<file path="src/adpcm_pkg.sv">
// ---------------------------------------------------------------------------
// adpcm_pkg
// Shared types and constants for the multichannel 4-bit DSP ADPCM decoder.
// ---------------------------------------------------------------------------
package adpcm_pkg;

   // Operation carried in req_tuser
   typedef enum logic [1:0] {
      OP_LOAD_COEF = 2'd0,
      OP_HEADER    = 2'd1,
      OP_DATA      = 2'd2,
      OP_CLEAR     = 2'd3
   } op_type;

   localparam int SAMPLE_W     = 16;
   localparam int NIB_W        = 4;
   localparam int EXP_W        = 4;
   localparam int HDR_W        = 7;    // header bit 7 is reserved and dropped
   localparam int PAIR_IDX_W   = 3;    // eight coefficient pairs per channel
   localparam int FRAC_BITS    = 11;
   localparam int ROUND_BIAS   = 1024;
   localparam int SAMPLE_MAX   = 32767;
   localparam int SAMPLE_MIN   = -32768;
   localparam int PROD_W       = 32;
   localparam int ACC_W        = 34;
   localparam int REQ_TDATA_W  = 40;
   localparam int RSP_TDATA_W  = 24;

   // One coefficient pair, even slot in the low half
   typedef struct packed {
      logic signed [SAMPLE_W-1:0] c2;
      logic signed [SAMPLE_W-1:0] c1;
   } coef_pair_type;

   // Two-sample history, most recent sample in the low half
   typedef struct packed {
      logic signed [SAMPLE_W-1:0] h2;
      logic signed [SAMPLE_W-1:0] h1;
   } hist_pair_type;

   // Datapath control from the sequencer
   typedef struct packed {
      logic load;     // multiply stage: capture operands and products
      logic first;    // first nibble: operands straight from the memories
      logic advance;  // sample taken: shift the history
   } dp_ctl_type;

endpackage

</file>
<file path="src/dsp_adpcm_decoder.sv">
// ---------------------------------------------------------------------------
// dsp_adpcm_decoder
// Multichannel 4-bit DSP ADPCM decoder: coefficient loads, frame headers,
// data bytes of one or two nibbles, history clears, per channel.
// ---------------------------------------------------------------------------
//
//  channel  dir  payload                                            marker
//  -------  ---  -------------------------------------------------  -------
//  req_     in   tdata: channel, data_byte, sample_count,           tuser:
//                coef_slot, coef_value                              operation
//  rsp_     out  tdata: out_channel, sample                         tlast
//
//  Load, header and clear complete in their transfer cycle. A data byte
//  is taken in its transfer cycle and then decodes one or two samples. Each
//  sample is a multiply stage then a sum/saturate stage on the shared pair
//  of 16x16 multipliers, and the second sample needs the first as its
//  history. Synchronous active-high reset clears the header registers and
//  history valid bits; coefficients stay undefined until loaded. A full
//  result register with rsp_tready low holds the sum stage.
//
module dsp_adpcm_decoder #(
   parameter int MAX_CHANNELS = 8
) (
   input  logic        clock,
   input  logic        reset,
   // request side
   input  logic        req_tvalid,
   output logic        req_tready,
   input  logic [39:0] req_tdata,   // channel[2:0], data_byte[10:3],
                                    // sample_count[12:11], coef_slot[16:13],
                                    // coef_value[32:17], zero fill
   input  logic [1:0]  req_tuser,   // operation[1:0]
   // response side
   output logic        rsp_tvalid,
   input  logic        rsp_tready,
   output logic [23:0] rsp_tdata,   // out_channel[2:0], sample[18:3], zero fill
   output logic        rsp_tlast    // last sample of the item
);

   localparam int ChanIdxW  = (MAX_CHANNELS > 1) ? $clog2(MAX_CHANNELS) : 1;
   localparam int CoefAw    = ChanIdxW + adpcm_pkg::PAIR_IDX_W;
   localparam int CoefDepth = MAX_CHANNELS * 8;

   typedef enum logic [2:0] {
      ST_IDLE = 3'b001,
      ST_MUL  = 3'b010,
      ST_SUM  = 3'b100
   } state_type;

   // request field unpack
   logic [2:0]                            req_channel;
   logic [7:0]                            req_data_byte;
   logic [1:0]                            req_sample_count;
   logic [3:0]                            req_coef_slot;
   logic signed [adpcm_pkg::SAMPLE_W-1:0] req_coef_value;
   adpcm_pkg::op_type                     req_op;

   assign req_channel      = req_tdata[2:0];
   assign req_data_byte    = req_tdata[10:3];
   assign req_sample_count = req_tdata[12:11];
   assign req_coef_slot    = req_tdata[16:13];
   assign req_coef_value   = req_tdata[32:17];
   assign req_op           = adpcm_pkg::op_type'(req_tuser);

   state_type state_ff, state_in;

   logic [31:0]                  req_ch_wide;
   logic [ChanIdxW-1:0]          req_ch_idx;
   logic                         req_ch_ok;
   logic                         accept;
   logic                         start_data;
   logic [adpcm_pkg::HDR_W-1:0]  hdr_ff [MAX_CHANNELS];
   logic [adpcm_pkg::HDR_W-1:0]  hdr_sel;

   // item registers for the data byte in flight
   logic [2:0]                   chan_ff;
   logic [7:0]                   byte_ff;
   logic                         two_ff;     // two nibbles to decode
   logic                         sel_ff;     // working on the low nibble
   logic [adpcm_pkg::EXP_W-1:0]  expo_ff;
   logic [31:0]                  chan_wide;
   logic [ChanIdxW-1:0]          item_ch_idx;

   // result register
   logic                                  rsp_valid_ff;
   logic [2:0]                            rsp_chan_ff;
   logic signed [adpcm_pkg::SAMPLE_W-1:0] rsp_sample_ff;
   logic                                  rsp_last_ff;
   logic                                  out_free;
   logic                                  emit;
   logic                                  item_done;

   adpcm_pkg::coef_pair_type              coef_rd;
   adpcm_pkg::hist_pair_type              hist_rd;
   adpcm_pkg::hist_pair_type              hist_next;
   adpcm_pkg::dp_ctl_type                 dp_ctl;
   logic signed [adpcm_pkg::SAMPLE_W-1:0] sample;
   logic [adpcm_pkg::NIB_W-1:0]           nibble;

   assign req_ch_wide = 32'(req_channel);
   assign req_ch_idx  = req_ch_wide[ChanIdxW-1:0];
   assign req_ch_ok   = req_ch_wide < 32'(MAX_CHANNELS);
   assign chan_wide   = 32'(chan_ff);
   assign item_ch_idx = chan_wide[ChanIdxW-1:0];

   assign req_tready = (state_ff == ST_IDLE);
   assign accept     = req_tvalid && req_tready;
   assign hdr_sel    = hdr_ff[req_ch_idx];
   assign start_data = accept && req_ch_ok && (req_op == adpcm_pkg::OP_DATA)
                       && (req_sample_count != 2'd0);

   assign out_free  = !rsp_valid_ff || rsp_tready;
   assign emit      = (state_ff == ST_SUM) && out_free;
   assign item_done = emit && (sel_ff || !two_ff);
   assign nibble    = sel_ff ? byte_ff[3:0] : byte_ff[7:4];

   // sequencer
   always_comb begin
      state_in = state_ff;
      case (state_ff)
         ST_IDLE: begin
            if (start_data) begin
               state_in = ST_MUL;
            end
         end
         ST_MUL: begin
            state_in = ST_SUM;
         end
         ST_SUM: begin
            if (emit) begin
               state_in = item_done ? ST_IDLE : ST_MUL;
            end
         end
         default: begin
            state_in = ST_IDLE;
         end
      endcase
   end

   always_ff @(posedge clock) begin
      if (reset) begin
         state_ff <= ST_IDLE;
      end else begin
         state_ff <= state_in;
      end
   end

   // frame headers: exponent in bits 3:0, pair index in bits 6:4
   always_ff @(posedge clock) begin
      if (reset) begin
         for (int i = 0; i < MAX_CHANNELS; i++) begin
            hdr_ff[i] <= '0;
         end
      end else if (accept && req_ch_ok && (req_op == adpcm_pkg::OP_HEADER)) begin
         hdr_ff[req_ch_idx] <= req_data_byte[adpcm_pkg::HDR_W-1:0];
      end
   end

   // item registers
   always_ff @(posedge clock) begin
      if (start_data) begin
         chan_ff <= req_channel;
         byte_ff <= req_data_byte;
         two_ff  <= req_sample_count[1];
         expo_ff <= hdr_sel[adpcm_pkg::EXP_W-1:0];
      end
   end

   always_ff @(posedge clock) begin
      if (reset) begin
         sel_ff <= 1'b0;
      end else if (start_data) begin
         sel_ff <= 1'b0;
      end else if (emit && !item_done) begin
         sel_ff <= 1'b1;
      end
   end

   // result register, refilled while the previous transfer completes
   always_ff @(posedge clock) begin
      if (reset) begin
         rsp_valid_ff <= 1'b0;
      end else if (emit) begin
         rsp_valid_ff <= 1'b1;
      end else if (rsp_tready) begin
         rsp_valid_ff <= 1'b0;
      end
   end

   always_ff @(posedge clock) begin
      if (emit) begin
         rsp_chan_ff   <= chan_ff;
         rsp_sample_ff <= sample;
         rsp_last_ff   <= sel_ff || !two_ff;
      end
   end

   assign rsp_tvalid = rsp_valid_ff;
   assign rsp_tdata  = {5'b0, rsp_sample_ff, rsp_chan_ff};
   assign rsp_tlast  = rsp_last_ff;

   // memories: both read at the request transfer; history written back at item end
   adpcm_coef_mem #(
      .DEPTH (CoefDepth),
      .AW    (CoefAw)
   ) u_coef_mem (
      .clock   (clock),
      .wr_lo   (accept && req_ch_ok && (req_op == adpcm_pkg::OP_LOAD_COEF)
                && !req_coef_slot[0]),
      .wr_hi   (accept && req_ch_ok && (req_op == adpcm_pkg::OP_LOAD_COEF)
                && req_coef_slot[0]),
      .wr_addr ({req_ch_idx, req_coef_slot[3:1]}),
      .wr_data (req_coef_value),
      .rd_en   (start_data),
      .rd_addr ({req_ch_idx, hdr_sel[adpcm_pkg::HDR_W-1:adpcm_pkg::EXP_W]}),
      .rd_data (coef_rd)
   );

   adpcm_hist_mem #(
      .DEPTH (MAX_CHANNELS),
      .AW    (ChanIdxW)
   ) u_hist_mem (
      .clock    (clock),
      .reset    (reset),
      .rd_en    (start_data),
      .rd_addr  (req_ch_idx),
      .rd_data  (hist_rd),
      .wr_en    (item_done),
      .wr_addr  (item_ch_idx),
      .wr_data  (hist_next),
      .clr_en   (accept && req_ch_ok && (req_op == adpcm_pkg::OP_CLEAR)),
      .clr_addr (req_ch_idx)
   );

   // datapath control
   always_comb begin
      dp_ctl.load    = (state_ff == ST_MUL);
      dp_ctl.first   = !sel_ff;
      dp_ctl.advance = emit;
   end

   adpcm_dp u_dp (
      .clock     (clock),
      .ctl       (dp_ctl),
      .nibble    (nibble),
      .expo      (expo_ff),
      .coef_rd   (coef_rd),
      .hist_rd   (hist_rd),
      .sample    (sample),
      .hist_next (hist_next)
   );

endmodule

</file>
<file path="src/adpcm_coef_mem.sv">
// ---------------------------------------------------------------------------
// adpcm_coef_mem
// Predictor coefficient store, one coefficient pair per word, with a write
// enable for each half and a registered read port.
// ---------------------------------------------------------------------------
module adpcm_coef_mem #(
   parameter int DEPTH = 64,
   parameter int AW    = 6
) (
   input  logic                             clock,
   input  logic                             wr_lo,
   input  logic                             wr_hi,
   input  logic [AW-1:0]                    wr_addr,
   input  logic signed [adpcm_pkg::SAMPLE_W-1:0] wr_data,
   input  logic                             rd_en,
   input  logic [AW-1:0]                    rd_addr,
   output adpcm_pkg::coef_pair_type         rd_data
);

   adpcm_pkg::coef_pair_type mem [DEPTH];
   adpcm_pkg::coef_pair_type rd_data_ff;

   always_ff @(posedge clock) begin
      if (wr_lo) begin
         mem[wr_addr].c1 <= wr_data;
      end
      if (wr_hi) begin
         mem[wr_addr].c2 <= wr_data;
      end
      if (rd_en) begin
         rd_data_ff <= mem[rd_addr];
      end
   end

   assign rd_data = rd_data_ff;

endmodule

</file>
<file path="src/adpcm_hist_mem.sv">
// ---------------------------------------------------------------------------
// adpcm_hist_mem
// Per-channel two-sample history store with registered read. A valid bit per
// channel makes unwritten or cleared entries read as zero.
// ---------------------------------------------------------------------------
module adpcm_hist_mem #(
   parameter int DEPTH = 8,
   parameter int AW    = 3
) (
   input  logic                      clock,
   input  logic                      reset,
   input  logic                      rd_en,
   input  logic [AW-1:0]             rd_addr,
   output adpcm_pkg::hist_pair_type  rd_data,
   input  logic                      wr_en,
   input  logic [AW-1:0]             wr_addr,
   input  adpcm_pkg::hist_pair_type  wr_data,
   input  logic                      clr_en,
   input  logic [AW-1:0]             clr_addr
);

   adpcm_pkg::hist_pair_type mem [DEPTH];
   adpcm_pkg::hist_pair_type rd_data_ff;
   logic [DEPTH-1:0]         valid_ff;
   logic                     rd_valid_ff;

   always_ff @(posedge clock) begin
      if (wr_en) begin
         mem[wr_addr] <= wr_data;
      end
      if (rd_en) begin
         rd_data_ff <= mem[rd_addr];
      end
   end

   always_ff @(posedge clock) begin
      if (reset) begin
         valid_ff    <= '0;
         rd_valid_ff <= 1'b0;
      end else begin
         if (wr_en) begin
            valid_ff[wr_addr] <= 1'b1;
         end
         if (clr_en) begin
            valid_ff[clr_addr] <= 1'b0;
         end
         if (rd_en) begin
            rd_valid_ff <= valid_ff[rd_addr];
         end
      end
   end

   assign rd_data = rd_valid_ff ? rd_data_ff : '0;

endmodule

</file>
<file path="src/adpcm_dp.sv">
// ---------------------------------------------------------------------------
// adpcm_dp
// Sample datapath: two 16x16 predictor products in one stage, then scaled
// nibble, rounding bias, sum, shift and saturation. Holds the working history.
// ---------------------------------------------------------------------------
module adpcm_dp (
   input  logic                                  clock,
   input  adpcm_pkg::dp_ctl_type                 ctl,
   input  logic [adpcm_pkg::NIB_W-1:0]           nibble,
   input  logic [adpcm_pkg::EXP_W-1:0]           expo,
   input  adpcm_pkg::coef_pair_type              coef_rd,
   input  adpcm_pkg::hist_pair_type              hist_rd,
   output logic signed [adpcm_pkg::SAMPLE_W-1:0] sample,
   output adpcm_pkg::hist_pair_type              hist_next
);

   adpcm_pkg::coef_pair_type coef_ff;
   adpcm_pkg::hist_pair_type hist_ff;
   logic signed [adpcm_pkg::PROD_W-1:0]   prod1_ff, prod2_ff;

   logic signed [adpcm_pkg::SAMPLE_W-1:0] op_c1, op_c2, op_h1, op_h2;
   logic signed [adpcm_pkg::PROD_W-1:0]   prod1_c, prod2_c;
   logic signed [adpcm_pkg::NIB_W-1:0]    nib_s;
   logic [4:0]                            shamt;
   logic signed [adpcm_pkg::ACC_W-1:0]    nterm, acc, acc_sh;
   logic signed [22:0]                    scaled;

   function automatic logic signed [adpcm_pkg::ACC_W-1:0] ACC_SXT(
      input logic signed [adpcm_pkg::NIB_W-1:0] v);
      ACC_SXT = {{(adpcm_pkg::ACC_W-adpcm_pkg::NIB_W){v[adpcm_pkg::NIB_W-1]}}, v};
   endfunction

   // operand select: memories on the first nibble, working copy afterwards
   always_comb begin
      op_c1 = ctl.first ? coef_rd.c1 : coef_ff.c1;
      op_c2 = ctl.first ? coef_rd.c2 : coef_ff.c2;
      op_h1 = ctl.first ? hist_rd.h1 : hist_ff.h1;
      op_h2 = ctl.first ? hist_rd.h2 : hist_ff.h2;
      prod1_c = op_c1 * op_h1;
      prod2_c = op_c2 * op_h2;
   end

   // sum and saturate
   always_comb begin
      nib_s  = signed'(nibble);
      shamt  = {1'b0, expo} + 5'(adpcm_pkg::FRAC_BITS);
      nterm  = ACC_SXT(nib_s) <<< shamt;
      acc    = nterm + adpcm_pkg::ACC_W'(adpcm_pkg::ROUND_BIAS)
               + adpcm_pkg::ACC_W'(prod1_ff) + adpcm_pkg::ACC_W'(prod2_ff);
      acc_sh = acc >>> adpcm_pkg::FRAC_BITS;
      scaled = acc_sh[22:0];
      if (scaled > 23'(adpcm_pkg::SAMPLE_MAX)) begin
         sample = 16'(adpcm_pkg::SAMPLE_MAX);
      end else if (scaled < 23'(adpcm_pkg::SAMPLE_MIN)) begin
         sample = 16'(adpcm_pkg::SAMPLE_MIN);
      end else begin
         sample = scaled[15:0];
      end
      hist_next.h1 = sample;
      hist_next.h2 = hist_ff.h1;
   end

   always_ff @(posedge clock) begin
      if (ctl.load) begin
         coef_ff.c1 <= op_c1;
         coef_ff.c2 <= op_c2;
         hist_ff.h1 <= op_h1;
         hist_ff.h2 <= op_h2;
         prod1_ff   <= prod1_c;
         prod2_ff   <= prod2_c;
      end else if (ctl.advance) begin
         hist_ff <= hist_next;
      end
   end

endmodule

</file>
<file path="config.mk">
export PLATFORM = sky130hd
export DESIGN_NAME = dsp_adpcm_decoder
export DESIGN_NICKNAME = d
export VERILOG_FILES = /design/src/adpcm_pkg.sv /design/src/dsp_adpcm_decoder.sv /design/src/adpcm_coef_mem.sv /design/src/adpcm_hist_mem.sv /design/src/adpcm_dp.sv
export SDC_FILE = /design/constraint.sdc
export NUM_CORES = 2
export LEC_CHECK = 0
export ABC_AREA = 1
export ABC_CLOCK_PERIOD_IN_PS = 17100
export BUFFER_PORTS_ARGS = -buffer_cell sky130_fd_sc_hd__buf_2
export CAP_MARGIN = 5
export CORE_MARGIN = 2
export CORE_UTILIZATION = 65
export CTS_CLUSTER_DIAMETER = 150
export DETAILED_ROUTE_END_ITERATION = 7
export MAX_ROUTING_LAYER = met4
export PLACE_DENSITY_LB_ADDON = 0.08
export SLEW_MARGIN = 20
export SYNTH_ARGS = -nofsm -noshare
export SYNTH_HDL_FRONTEND = slang
export SYNTH_HIERARCHICAL = 1
export SYNTH_SLANG_ARGS = --single-unit
</file>
<file path="constraint.sdc">
create_clock -name clock -period 17.1 [get_ports clock]
set_clock_uncertainty 0.1 [all_clocks]
set_input_delay 3.42 -clock clock [delete_from_list [all_inputs] [get_ports clock]]
set_output_delay 3.42 -clock clock [all_outputs]
set_load 0.02 [all_outputs]
</file>
==> results.toml <==
[cts]
ctsResizeCount = 0
htree_levels = 5
cts-hold-fix-buffers = 0
clkSinkCount = 2602
post_cts_buffers = 0
cts_tree = "built"
root_buffer = "clkbuf_16"
cts_buffers = 278
cts_buffer_depth = 4
clock_latency_ps = 940
clk_pin_slew_ps = 60

[detailed_routing]
drc_errors = 0
first_pass_iters = 6
vias = 87300
drt_wl_total_mm = 345
vias_per_cell = 6.03
ant_nets = 0
drt_iter0_drc = 10600
wire_per_inst_um = 23.8

[setup_path]
cp_max_fo = 98
critPathCaptureType = "flip-flop"
crit_path_top_delay_cell = "buf_4"
worst-r2r-cell-count = 25
cp_data_arrival_time_ps = 10630
critical-path-top-delay-family = "buffers and inverters"
start_kind = "input pin"
worst-path-stages = 18
worst-path-buf-inv = 6
crit_path_max_incr_delay_ps = 870
criticalPathCategory = "input pin to flip-flop"
crit_required_ps = 17770
crit_chain = "buf_8 > buf_4 > buf_4 > nand2_1 > a21oi_1 > o21ai_0 > nand2_4 > buf_4 > buf_4 > buf_4 > nand2_1 > nand3_1 > nand3_1 > nand3_1 > nand3_1 > nand2_1 > nand2_1 > nand2_1"

[die]
die_x_um = 448
die_area_um2 = 201000
initial_core_util_pct = 65.2
coreArea_um2 = 197000
fp.dieH_um = 448
rows = 163
io_pins = 73

[synth]
ys_warn_count = 6
ys.flop_type = "edfxtp_1"
ys_ff_latch = 2602
ys_types = 57
avgSynthCellArea_um2 = 11.0
synth_edf_count = 2588
postSynthCellCount = 11700
async_flop_share_pct = 0
syn-cell-area_um2 = 128000
yosysSeqAreaShare_pct = 60.8

[global_route]
antenna_found_initial = 9
grt_pass1_wl_mm = 516
grt_usage_pct = 35.6
grt_start_max_net_pins = 197
grt_pass1_vias = 85400
overflow = 0

[timing]
finalHoldViolCount = 0
setup_viol = 0
finalCritPeriodShare_pct = 58.3
drv_slew = 0
rsz0062_at_grt = "false"
slew_headroom_pct = 13.6
fmax_mhz = 100
tns_ps = 0
finalCriticalPeriod_ps = 9960
tightest_slew_ps = 1300

[layout]
areaGrowthSynthToFinish_pct = 8.97
drive_above_1_share_pct = 7.24
fin_area_um2 = 140000
mostFrequentLayoutCells = "nand2_1, edfxtp_1, nand3_1"
layout_commonest_cell = "nand2_1"
final_nets = 12500

[placement]
io_buffers = 60
dp_hpwl_mm = 209
place.gp.congestion = 0.965
dpl_cell_area_um2 = 131000

[worst_hold_path]
hold_class = "flip-flop to flip-flop"
min_path_cells = 2

[run_status]
status = "complete, no violations"

[power]
cellPowerDensity_nw_per_um2 = 106
p_leak_nw = 54.5
p_total_mw = 14.8
peakVddDrop_uv = 110

[run]
cap_violations = 0
## logic make-up (layout without fill, tap and decap cells)
kind of cell	Yosys count	count (layout)	synth area share [%]
other cells	3	14	0.00878
fa+ha+maj	784	784	10.9
simple gates	5955	5955	19.6
xor+xnor	92	92	0.640
buf+inv	1735	1877	5.78
compound gates	517	517	2.17
mux	3	3	0.0234
flops	2602	2602	60.8
## report_power, final
group | leakage [nW] | total (mW) | switching, mW | internal, mW
Combinational | 27.0 | 2.05 | 1.50 | 0.551
Sequential | 23.5 | 7.17 | 0.0195 | 7.15
Clock | 4.06 | 5.61 | 2.37 | 3.24
Total | 54.5 | 14.8 | 3.89 | 10.9
## Yosys cell counts (12+ instances only)
master,number,area share [%]
a21oi_1,120,0.47
buf_1,74,0.22
buf_2,272,1.1
buf_4,70,0.41
buf_6,30,0.26
clkbuf_1,185,0.54
clkinv_1,18,0.053
dfxtp_1,14,0.22
edfxtp_1,2588,61
fa_1,556,8.7
ha_1,228,2.2
inv_1,1054,3.1
inv_2,15,0.044
nand2_1,3268,9.6
nand3_1,1969,7.7
nand4_1,12,0.059
nor2_1,540,1.6
nor3_1,139,0.54
o21ai_0,227,0.89
o21ai_1,63,0.25
o22ai_1,64,0.31
xnor2_1,29,0.20
xor2_1,61,0.42
## routing by layer
| metal | share of wire [%] | global-route usage [%] |
|---|---|---|
| met1 | 38 | 46.3 |
| met2 | 48 | 55.8 |
| met3 | 9.3 | 5.40 |
| met4 | 5.3 | 16.8 |
| met5 | 0 | - |
## area by class of cell
type | count | area, um2
Sequential cell | 2602 | 78000
Fill cell | 14000 | 56900
Multi-Input combinational cell | 7359 | 43500
Clock buffer | 342 | 7300
Inverter | 1089 | 4140
Tap cell | 2640 | 3300
Timing Repair Buffer | 325 | 2450
Clock inverter | 121 | 986
Antenna cell | 6 | 15.0
## worst min-delay path, delay by kind of cell, from the launching register on
| kind | cells | cell delay [ps] |
|---|---|---|
| AND/OR/NAND/NOR | 2 | 120 |
| flip-flops | 1 | 320 |
## sequential cells by signal, indices dropped and copies added (netlist names), 3 cells and up
signal / count
byte_ff: 8
chan_ff: 3
expo_ff: 4
hdr_ff: 56
rsp_chan_ff: 3
rsp_sample_ff: 16
state_ff: 3
u_coef_mem/mem: 2048
u_coef_mem/rd_data: 32
u_dp/coef_ff: 32
u_dp/hist_ff: 16
u_dp/hist_next: 16
u_dp/prod1_ff: 32
u_dp/prod2_ff: 32
u_hist_mem/mem: 256
u_hist_mem/rd_data_ff: 32
u_hist_mem/valid_ff: 8
## stage by stage
step                      hold WS, ps  setup slack [ps]  instances  util (%)
after floorplan                   340             10090      11700         -
after detailed placement          361              6530      14000      66.8
after global routing              416              6890      14500      71.0
after global placement            353              6560      14000      66.8
after CTS                         374              7460      14500      71.0
final                             369              7140      14500      71.0
## final timing paths
kind	slack [ps]	endpoint	startpoint
max	7140	u_coef_mem/rd_data[25]	req_tdata[0]
max reg2reg	7900	u_dp/prod1_ff[29]	sel_ff
min	370	u_hist_mem/valid_ff[0]	u_hist_mem/valid_ff[0]
min reg2reg	370	u_hist_mem/valid_ff[0]	u_hist_mem/valid_ff[0]
Power figures use the tool's default switching activity.
